<file path="src/hdl/sorted_max_priority_queue_core_macros.svh">
// Assertion macros of the sorted max priority queue RTL.
// Depends on nothing; included by the top-level core, the only module with assertions.
`ifndef SORTED_MAX_PRIORITY_QUEUE_CORE_MACROS_SVH
`define SORTED_MAX_PRIORITY_QUEUE_CORE_MACROS_SVH

`ifndef SYNTHESIS
// A property that must hold at every rising clock edge outside reset.
`define SMPQ_ASSERT(label, clk, rst_n, prop) \
	label: assert property (@(posedge clk) disable iff (!rst_n) (prop)) \
		else $error("smpq assertion failed");
// A condition that must be followed by a consequence in the next cycle.
`define SMPQ_ASSERT_NEXT(label, clk, rst_n, ante, cons) \
	label: assert property (@(posedge clk) disable iff (!rst_n) (ante) |=> (cons)) \
		else $error("smpq assertion failed");
`else
`define SMPQ_ASSERT(label, clk, rst_n, prop)
`define SMPQ_ASSERT_NEXT(label, clk, rst_n, ante, cons)
`endif

`endif

</file>
<file path="src/hdl/smpq_pkg.sv">
// Package of the sorted max priority queue: sizes, operation codes and the
// command struct broadcast to the cell chain. Depends on nothing.
package smpq_pkg;

	localparam int DEPTH = 64;
	localparam int OP_W  = 3;
	localparam int KEY_W = 17;
	localparam int ANS_W = 18;
	localparam int CNT_W = $clog2(DEPTH + 1);

	typedef enum logic [OP_W-1:0] {
		OP_PUSH     = 3'd0,
		OP_POP      = 3'd1,
		OP_SIZE     = 3'd2,
		OP_EMPTY    = 3'd3,
		OP_PEEK_MAX = 3'd4,
		OP_PEEK_MIN = 3'd5
	} smpq_op_t;

	// Command seen by every cell in the same cycle.
	typedef struct packed {
		logic             push;
		logic             pop;
		logic [KEY_W-1:0] key;
	} smpq_cmd_t;

endpackage

</file>
<file path="src/hdl/smpq_ifs.sv">
// Valid/ready channel interfaces of the sorted max priority queue.
// Depends on smpq_pkg for the field widths.
interface smpq_req_if;
	import smpq_pkg::*;
	logic             valid;
	logic             ready;
	logic [OP_W-1:0]  op;
	logic [KEY_W-1:0] key;
	modport source (output valid, op, key, input ready);
	modport sink (input valid, op, key, output ready);
endinterface

interface smpq_rsp_if;
	import smpq_pkg::*;
	logic                    valid;
	logic                    ready;
	logic signed [ANS_W-1:0] answer;
	modport source (output valid, answer, input ready);
	modport sink (input valid, answer, output ready);
endinterface

</file>
<file path="src/hdl/smpq_cell.sv">
// One cell of the sorted key chain: holds one key and trades it with its
// neighbors on push and pop. Depends on smpq_pkg.
module smpq_cell (
	input  logic                           clk,
	input  smpq_pkg::smpq_cmd_t            cmd,
	input  logic                           occ,
	input  logic                           prev_ge,
	input  logic [smpq_pkg::KEY_W-1:0]     prev_key,
	input  logic [smpq_pkg::KEY_W-1:0]     next_key,
	output logic [smpq_pkg::KEY_W-1:0]     key_q,
	output logic                           ge
);
	import smpq_pkg::*;

	// The stored key stays in place when it is at least the new key.
	assign ge = occ && (key_q >= cmd.key);

	// Push: the first smaller cell takes the new key, later cells shift down.
	// Pop: every cell but the last takes its lower neighbor's key.
	always_ff @(posedge clk) begin
		if (cmd.push && !ge) begin
			key_q <= prev_ge ? cmd.key : prev_key;
		end else if (cmd.pop) begin
			key_q <= next_key;
		end
	end

endmodule

</file>
<file path="src/hdl/sorted_max_priority_queue_core.sv">
// Top level of the sorted max priority queue: a chain of key cells, the
// entry count, a minimum register and the result register.
// Depends on smpq_pkg, smpq_ifs, smpq_cell and the assertion macros.
//
//   channel | dir | fields       | accepted when
//   req     | in  | op, key      | req.valid && req.ready
//   rsp     | out | answer       | rsp.valid && rsp.ready
//
// The whole chain compares against the new key in parallel, so push and pop
// finish in the cycle they are accepted and the next item need not wait for them.
// Results appear in the output register the cycle after acceptance.
// req.ready is low only while a result waits and rsp.ready is low.
// Reset clears the entry count and the result valid flag; no clearing pass.
`include "sorted_max_priority_queue_core_macros.svh"

module sorted_max_priority_queue_core (
	input  logic    clk,
	input  logic    arst_n,
	smpq_req_if.sink   req,
	smpq_rsp_if.source rsp
);
	import smpq_pkg::*;

	logic [CNT_W-1:0]        count_q;
	logic [KEY_W-1:0]        min_q;
	logic                    out_valid_q;
	logic signed [ANS_W-1:0] answer_q;
	logic [KEY_W-1:0]        keys [DEPTH];
	logic                    ge   [DEPTH];
	logic                    occ  [DEPTH];
	logic                    acc;
	logic                    empty;
	logic                    full;
	logic                    has_res;
	logic signed [ANS_W-1:0] ans;
	smpq_cmd_t               cmd;

	assign acc   = req.valid && req.ready;
	assign empty = (count_q == '0);
	assign full  = (count_q == CNT_W'(DEPTH));

	// Decode the item into a chain command and an optional result.
	always_comb begin
		cmd.push = 1'b0;
		cmd.pop  = 1'b0;
		cmd.key  = req.key;
		has_res  = 1'b0;
		ans      = '1;
		case (smpq_op_t'(req.op))
			OP_PUSH: begin
				cmd.push = acc && !full;
			end
			OP_POP: begin
				cmd.pop = acc && !empty;
				has_res = 1'b1;
				ans     = empty ? '1 : signed'({1'b0, keys[0]});
			end
			OP_SIZE: begin
				has_res = 1'b1;
				ans     = signed'(ANS_W'(count_q));
			end
			OP_EMPTY: begin
				has_res = 1'b1;
				ans     = empty ? ANS_W'(1) : '0;
			end
			OP_PEEK_MAX: begin
				has_res = 1'b1;
				ans     = empty ? '1 : signed'({1'b0, keys[0]});
			end
			OP_PEEK_MIN: begin
				has_res = 1'b1;
				ans     = empty ? '1 : signed'({1'b0, min_q});
			end
			default: begin
				has_res = 1'b0;
			end
		endcase
	end

	// The chain of cells, each linked to its upper and lower neighbor where it has one.
	for (genvar i = 0; i < DEPTH; i++) begin : g_cell
		assign occ[i] = (CNT_W'(i) < count_q);
		if (i == 0) begin : g_first
			// Nothing sits above the first cell, so it behaves as if its upper
			// neighbor kept its place and takes the new key when it is smaller.
			smpq_cell u_cell (
				.clk      (clk),
				.cmd      (cmd),
				.occ      (occ[i]),
				.prev_ge  (1'b1),
				.prev_key ('0),
				.next_key (keys[i+1]),
				.key_q    (keys[i]),
				.ge       (ge[i])
			);
		end else if (i == DEPTH - 1) begin : g_last
			smpq_cell u_cell (
				.clk      (clk),
				.cmd      (cmd),
				.occ      (occ[i]),
				.prev_ge  (ge[i-1]),
				.prev_key (keys[i-1]),
				.next_key (keys[i]),
				.key_q    (keys[i]),
				.ge       (ge[i])
			);
		end else begin : g_mid
			smpq_cell u_cell (
				.clk      (clk),
				.cmd      (cmd),
				.occ      (occ[i]),
				.prev_ge  (ge[i-1]),
				.prev_key (keys[i-1]),
				.next_key (keys[i+1]),
				.key_q    (keys[i]),
				.ge       (ge[i])
			);
		end
	end

	// Entry count follows pushes and pops.
	always_ff @(posedge clk or negedge arst_n) begin
		if (!arst_n) begin
			count_q <= '0;
		end else if (cmd.push) begin
			count_q <= count_q + CNT_W'(1);
		end else if (cmd.pop) begin
			count_q <= count_q - CNT_W'(1);
		end
	end

	// The smallest key only changes on a push; a pop removes the largest.
	always_ff @(posedge clk) begin
		if (cmd.push && (empty || (req.key <= min_q))) begin
			min_q <= req.key;
		end
	end

	// Result register; a new item is taken while the old result leaves.
	always_ff @(posedge clk or negedge arst_n) begin
		if (!arst_n) begin
			out_valid_q <= 1'b0;
		end else if (acc && has_res) begin
			out_valid_q <= 1'b1;
		end else if (rsp.ready) begin
			out_valid_q <= 1'b0;
		end
	end

	always_ff @(posedge clk) begin
		if (acc && has_res) begin
			answer_q <= ans;
		end
	end

	assign req.ready  = !out_valid_q || rsp.ready;
	assign rsp.valid  = out_valid_q;
	assign rsp.answer = answer_q;

	// The count never passes the capacity.
	`SMPQ_ASSERT(a_count_bound, clk, arst_n, count_q <= CNT_W'(DEPTH))
	// A push that is not dropped raises the count by one.
	`SMPQ_ASSERT_NEXT(a_push_count, clk, arst_n, cmd.push, count_q == $past(count_q) + CNT_W'(1))
	// The two top cells stay in descending order.
	`SMPQ_ASSERT(a_top_sorted, clk, arst_n, (count_q < CNT_W'(2)) || (keys[0] >= keys[1]))
	// The tracked minimum never exceeds the maximum.
	`SMPQ_ASSERT(a_min_le_max, clk, arst_n, empty || (min_q <= keys[0]))

endmodule

</file>
<file path="src/flat_wrapper.sv">
// flat-port wrapper written by rule: the top's interface ports become plain ports
module sorted_max_priority_queue_core_flat import smpq_pkg::*;
  (clk, arst_n, req_valid, req_op, req_key, req_ready, rsp_valid, rsp_answer, rsp_ready);
  smpq_req_if req_i ();
  smpq_rsp_if rsp_i ();
  input  logic clk;
  input  logic arst_n;
  input wire logic [$bits(req_i.valid)-1:0] req_valid;
  input wire logic [$bits(req_i.op)-1:0] req_op;
  input wire logic [$bits(req_i.key)-1:0] req_key;
  output wire logic [$bits(req_i.ready)-1:0] req_ready;
  output wire logic [$bits(rsp_i.valid)-1:0] rsp_valid;
  output wire logic [$bits(rsp_i.answer)-1:0] rsp_answer;
  input wire logic [$bits(rsp_i.ready)-1:0] rsp_ready;
  assign req_i.valid = req_valid;
  assign req_i.op = req_op;
  assign req_i.key = req_key;
  assign req_ready = req_i.ready;
  assign rsp_valid = rsp_i.valid;
  assign rsp_answer = rsp_i.answer;
  assign rsp_i.ready = rsp_ready;
  sorted_max_priority_queue_core u_core (.clk(clk), .arst_n(arst_n), .req(req_i), .rsp(rsp_i));
endmodule
</file>
<file path="config.mk">
export PLATFORM = sky130hd
export DESIGN_NAME = sorted_max_priority_queue_core_flat
export DESIGN_NICKNAME = d
export VERILOG_FILES = /design/src/hdl/smpq_pkg.sv /design/src/hdl/smpq_ifs.sv /design/src/hdl/smpq_cell.sv /design/src/hdl/sorted_max_priority_queue_core.sv /design/src/flat_wrapper.sv
export VERILOG_INCLUDE_DIRS = /design/src /design/src/hdl
export SDC_FILE = /design/constraint.sdc
export NUM_CORES = 2
export LEC_CHECK = 0
export BUFFER_PORTS_ARGS = -buffer_cell sky130_fd_sc_hd__buf_2
export CORE_MARGIN = 2
export CORE_UTILIZATION = 45
export DETAILED_ROUTE_END_ITERATION = 7
export PLACE_DENSITY = 0.64
export SLEW_MARGIN = 40
export SYNTH_ARGS = -nofsm -noshare
export SYNTH_HDL_FRONTEND = slang
export SYNTH_SLANG_ARGS = --single-unit
</file>
<file path="constraint.sdc">
create_clock -name clk -period 5.95 [get_ports clk]
set_input_delay 0.595 -clock clk [delete_from_list [all_inputs] [get_ports clk]]
set_output_delay 0.595 -clock clk [all_outputs]
set_load 0.01 [all_outputs]
</file>
Word-level counts from Yosys, hierarchy flattened:

Cells that the tools add are included.
Widths: inputs -> output; s select.

* logic and storage cells: 676
* bits in registers: 1131
* input port bits: 24

* order comparisons: 129
* muxes and demuxes: 200
* reduce and logical (&&, ||, !) cells: 271
* $add $sub $neg: 2
* equality and inequality tests: 6

Operators with widths (number)
* $mux 17: 189
* $ge 17x17->1: 64
* $lt 6x7->1 const A: 32
* $logic_and 1x1->1: 133
* $reduce_bool 2->1: 65
* $lt 5x7->1 const A: 16
* $pmux 18 s4: 1
* $logic_not 1->1: 67
* $lt 4x7->1 const A: 8
* $mux 18: 2
* $lt 3x7->1 const A: 4
* $le 17x17->1: 1
* $lt 1x7->1 const A: 2
* $lt 2x7->1 const A: 2
* $mux 7: 2
* $add 7x1->7 const B: 1
* $eq 7x7->1 const B: 1
* $logic_not 7->1: 1
* $sub 7x1->7 const B: 1
* $eq 3x2->1 const B: 2
* $eq 3x3->1 const B: 2
* $mux 1: 6
* $reduce_or 5->1: 1
* $eq 3x1->1 const B: 1
* other kinds (3): 4

Depth between registers and ports, before layout:

* word-level depth: 7
* mapped depth: 15
* gate-level depth less buffers: 10

By module:

From an unflattened synthesis, not the netlist that was laid out.

* cell total of the unflattened synthesis: 14120
* area total of the unflattened synthesis: 123737.4 sq um

By module, submodules not included
* smpq_cell (u_core.g_cell[0].g_first.u_cell ...): cells an instance 215, instances 63, area an instance 1884.3 sq um
* sorted_max_priority_queue_core: cells an instance 360, instances 1, area an instance 3143.0 sq um
* smpq_cell (u_core.g_cell[3].g_mid.u_cell): cells an instance 215, instances 1, area an instance 1883.1 sq um

Worst setup path before layout:

No wires, ideal clock.

* path type: input -> register
* from: input req_key[6]
* to: register u_core.g_cell[0].g_first.u_cell.key_q[0] (netlist name), enable pin
* required time: 5.535 ns
* library setup time: 0.415 ns
* arrival time: 5.836 ns
* setup slack: -0.301 ns
* buffers on the path: 4
* stages: 12
* cells stage by stage: inv_1 > clkbuf_1 > clkbuf_1 > ha_1 > a21o_1 > a21o_1 > a221oi_1 > o21ai_0 > a211o_1 > buf_4 > buf_4 > o21ai_0

* word-level cells in the longest chain between the ends: 5

RTL lines
* start: declaration: line flat_wrapper.sv:10 `input wire logic [$bits(req_i.key)-1:0] req_key;`
* $ge 17x17->1: line smpq_cell.sv:16 `assign ge = occ && (key_q >= cmd.key);`
* $logic_and 1x1->1: line smpq_cell.sv:16
* $logic_not 1->1: line smpq_cell.sv:21 `if (cmd.push && !ge) begin`
* $logic_and 1x1->1: line smpq_cell.sv:21
* $reduce_bool 2->1 (no line)
* end signal: assignment: line smpq_cell.sv:22 `key_q <= prev_ge ? cmd.key : prev_key;`
* end signal: assignment: line smpq_cell.sv:24 `key_q <= next_key;`
* end: declaration: line smpq_cell.sv:10 `output logic [smpq_pkg::KEY_W-1:0] key_q,`

No other way between the ends.
A chain may end at the register's enable or synchronous reset.

Final worst setup path:

* from: register u_core.count_q[2]
* to: register u_core.g_cell[52].g_mid.u_cell.key_q[5] (netlist name), enable pin

* word-level cells in the longest chain between the ends: 6
* elaborated cells between the ends (all ways): 13

RTL lines
* start: declaration: line sorted_max_priority_queue_core.sv:24 `logic [CNT_W-1:0] count_q;`
* start signal: assignment: line sorted_max_priority_queue_core.sv:126 `count_q <= count_q + CNT_W'(1);`
* start signal: assignment: line sorted_max_priority_queue_core.sv:128 `count_q <= count_q - CNT_W'(1);`
* branches (longest 5 deep; another with $lt 6x7->1)
* $reduce_bool 2->1 (no line) (*)
* end signal: assignment: line smpq_cell.sv:22
* end signal: assignment: line smpq_cell.sv:24
* end: declaration: line smpq_cell.sv:10

Mark *: on every way between the ends.

==> out/metrics.csv <==
stage;metric;value;unit
cells_and_area;Util after Layout;49.5;%
power_and_ir_drop;Pwr per Cell Area;249;nW/um^2
synth;Synth Register Bits;1131;
clock_network;CTS Sinks;1131;
power_and_ir_drop;leakage;37.4;nW
sta;worst slew pin tran;0.929;ns
routing;DRT iter0 DRCs;7772;
sta;endpoints failing hold;0;
placement;IO Port Bufs;43;
placement;post-detail-place hpwl;196000;um
sta;TNS Setup;0;ns
placement;Placed Instance Area;86100;sq um
floorplan;die area;187000;sq um
synth;synth warn;0;
clock_network;clock tree root buffer cell;clkbuf_16;
worst_setup_path;Crit. End Element;flop;
worst_setup_path;register-to-register setup slack;1.64;ns
sta;# setup viols final;0;
routing;residual DRC count;0;
synth;Post-synth top flop;edfxtp_1;
worst_setup_path;R2R Path End;u_core.g_cell[52].g_mid.u_cell.key_q[5];
routing;final wirelength;279000;um
global_route;first-pass GRT wire length;417000;um
clock_network;CTS Buf Count;135;
global_route;initial antenna violation count;9;
synth;leading post-synthesis cells by cell area;edfxtp_1, ha_1, a21oi_1;
cells_and_area;post-route cell area;90500;sq um
placement;routability cong.;0.942;
sta;Clock Skews;0.0314;ns
sta;RSZ-0062 raised after global routing;no;
clock_network;CTS tree;yes;
routing;Via density;6.34;
worst_setup_path;Worst EP arrival;4.66;ns
clock_network;CTS Buffer Depth;3;
hold_path;Min-Delay Path Depth;3;
synth;Mapped Area;82600;sq um
cells_and_area;layout cells sized above 1;9.67;%
hold_path;HP Class;input port to flop;
worst_setup_path;FF-to-FF Start;u_core.count_q[2];
synth;Post-Synthesis Cells;8467;
floorplan;starting density of the core;45.2;%
synth;register area share after synthesis;41.1;%
floorplan;core area;183000;sq um
synth;Yosys cell types;96;
synth;synth cell count leaders;a21oi_1, edfxtp_1, ha_1, nor2_1, nand2_1;
worst_setup_path;crit path kind;flop to flop;
global_route;All-Layer GR Usage;29.1;%
hold_path;hold endpoint;u_core.rsp.valid;
routing;routed wire length per instance;25.6;um
floorplan;I/O pins;44;
synth;Syn Nets;9599;
synth;count leader, synth;a21oi_1;
global_route;largest net degree at the start of global routing;65;
routing;routed vias;68908;
worst_setup_path;critical path peak fanout;35;
worst_setup_path;R2R cell count;9;
cells_and_area;area growth from synthesis to layout;9.55;%
synth;Yosys top cell by area;edfxtp_1;
sta;Slew headroom;38.1;%
worst_setup_path;Slowest-stage cell, CP;dfrtp_1;
floorplan;die width;432;um
routing;Routed Antenna Nets;0;
sta;final number of max-transition violations;0;
clock_network;Reg clk slew, reported paths;0.06;ns
outcome;status;finished, final reports clean;
worst_setup_path;CP cell instances;o21ai_1, a21oi_1, o22ai_1, nor2_1, a21oi_2, buf_4, nand2_1, buf_4, nand2_1;
clock_network;H-tree depth;4;
cells_and_area;Net count, final;9506;
floorplan;Die Y-Extent;432;um
hold_path;hold_sp;req_valid;
power_and_ir_drop;maximum vdd drop;0.189;mV
synth;Synth top area share;40.8;%
synth;Avg Inst Size Synth;9.76;sq um
job;max-cap violation count;0;
worst_setup_path;CP max stage delay;0.87;ns
sta;Final Cycle Share;72.5;%
worst_setup_path;Startpoint Class;flop;
floorplan;site row count;157;
clock_network;Skew-Pair Late Insertion Delay;0.81;ns
sta;fmax;0.232;GHz
global_route;gr ovfl total;0;
global_route;vias in the first global route;66487;
routing;drt first pass iters;6;
sta;Final min period;4.31;ns
synth;ys async rst share;0.707;%
worst_setup_path;Critical Path RT;6.30;ns
synth;EDFF count, synth;1123;
[per-stage QoR]
| stage | hold slack (ns) | std cells | power, mW | worst slack [ns] |
|---|---|---|---|---|
| floorplan | 0.299 | 8467 | 12.6 | 0.0364 |
| global placement | 0.515 | 10619 | 14.1 | 1.28 |
| detailed placement | 0.515 | 10619 | 14.2 | 1.31 |
| CTS | 0.0836 | 10866 | 22.5 | 1.67 |
| global route | 0.134 | 10869 | 23.3 | 1.42 |
| finish | 0.129 | 10871 | 22.5 | 1.64 |
[repair_timing]
item / CTS / global route
buffers inserted: 0 / 0
resized for setup: 0 / 0
hold endpoints to repair: 8 / 0
hold buffers: 1 / 0
[final cells by class]
class | instances | area [sq um]
fillers | 16706 | 92200
multi-input cells | 6686 | 46300
flip-flops and latches | 1131 | 33900
clock buffers | 177 | 3630
well taps | 2385 | 2980
repair buffers | 299 | 2500
clock inverters | 69 | 691
inverters | 121 | 502
diodes | 3 | 7.51
[cells in the final DEF, fill, tap and decap left out, types with 30 or more instances in the layout]
cell,n
a21oi_1,1210
edfxtp_1,1123
ha_1,1108
nor2_1,980
nand2_1,786
o21ai_0,609
mux2i_1,484
buf_4,240
a21o_1,236
mux2_2,153
clkbuf_16,138
nand4_1,115
inv_1,101
o21ai_1,79
nand2b_1,70
a31oi_1,69
a211oi_1,68
nor3_1,57
nand3_1,53
a221oi_1,46
nor2b_1,43
and4_1,36
clkbuf_1,36
and3_1,34
o21a_1,33
o211ai_1,33
buf_2,30
[worst max path at each step]
stage	start	to	cells after the start
after floorplan	req_key[9]	u_core.g_cell[38].g_mid.u_cell.key_q[0]	12
after global placement	req_key[8]	u_core.g_cell[54].g_mid.u_cell.key_q[10]	11
after detailed placement	req_key[7]	u_core.g_cell[26].g_mid.u_cell.key_q[12]	13
after CTS	u_core.count_q[3]	u_core.g_cell[54].g_mid.u_cell.key_q[12]	6
after global routing	u_core.count_q[3]	u_core.g_cell[54].g_mid.u_cell.key_q[12]	6
final	u_core.count_q[2]	u_core.g_cell[52].g_mid.u_cell.key_q[5]	9
[flip-flops by register name (all words and copies together) (netlist names)]
name	flops
u_core.rsp.valid	1
u_core.count_q	7
u_core.g_cell.g_first.u_cell.key_q	17
u_core.rsp.answer	18
u_core.g_cell.g_mid.u_cell.key_q	1054
u_core.min_q	17
u_core.g_cell.g_last.u_cell.key_q	17
[logic make-up after synthesis]
group / count (synthesis) / share of synthesized area, %
buffers and inverters: 650 / 3.42
muxes: 657 / 8.29
AOI/OAI and AO/OA: 2634 / 18.5
adders and majority gates: 1108 / 16.8
DFF: 1131 / 41.1
and+or+nand+nor: 2282 / 11.9
xor gates and xnor gates: 5 / 0.0530
[worst max-delay path: cells and delay by family (launching register included)]
| kind | cells | cell delay [ns] |
|---|---|---|
| flops | 1 | 0.87 |
| compound gates | 4 | 1.56 |
| buf+inv | 2 | 0.56 |
| simple gates | 3 | 0.84 |
[routing by layer]
metal | vias to the layer above | routed length, um | GRT usage [%]
met4 | 6 | 12200 | 12.3
met3 | 676 | 23600 | 4.93
met2 | 3192 | 125000 | 45.8
met1 | 33527 | 118000 | 39.6
li1 | 31507 | - | -
met5 | - | 40 | 0
[report_power, final]
group,leakage (nW),internal (mW),switching [mW]
Combinational,25.0,1.60,3.07
Clock,2.10,4.72,3.65
Sequential,10.3,9.10,0.398
(Power assumes the default switching activity.)
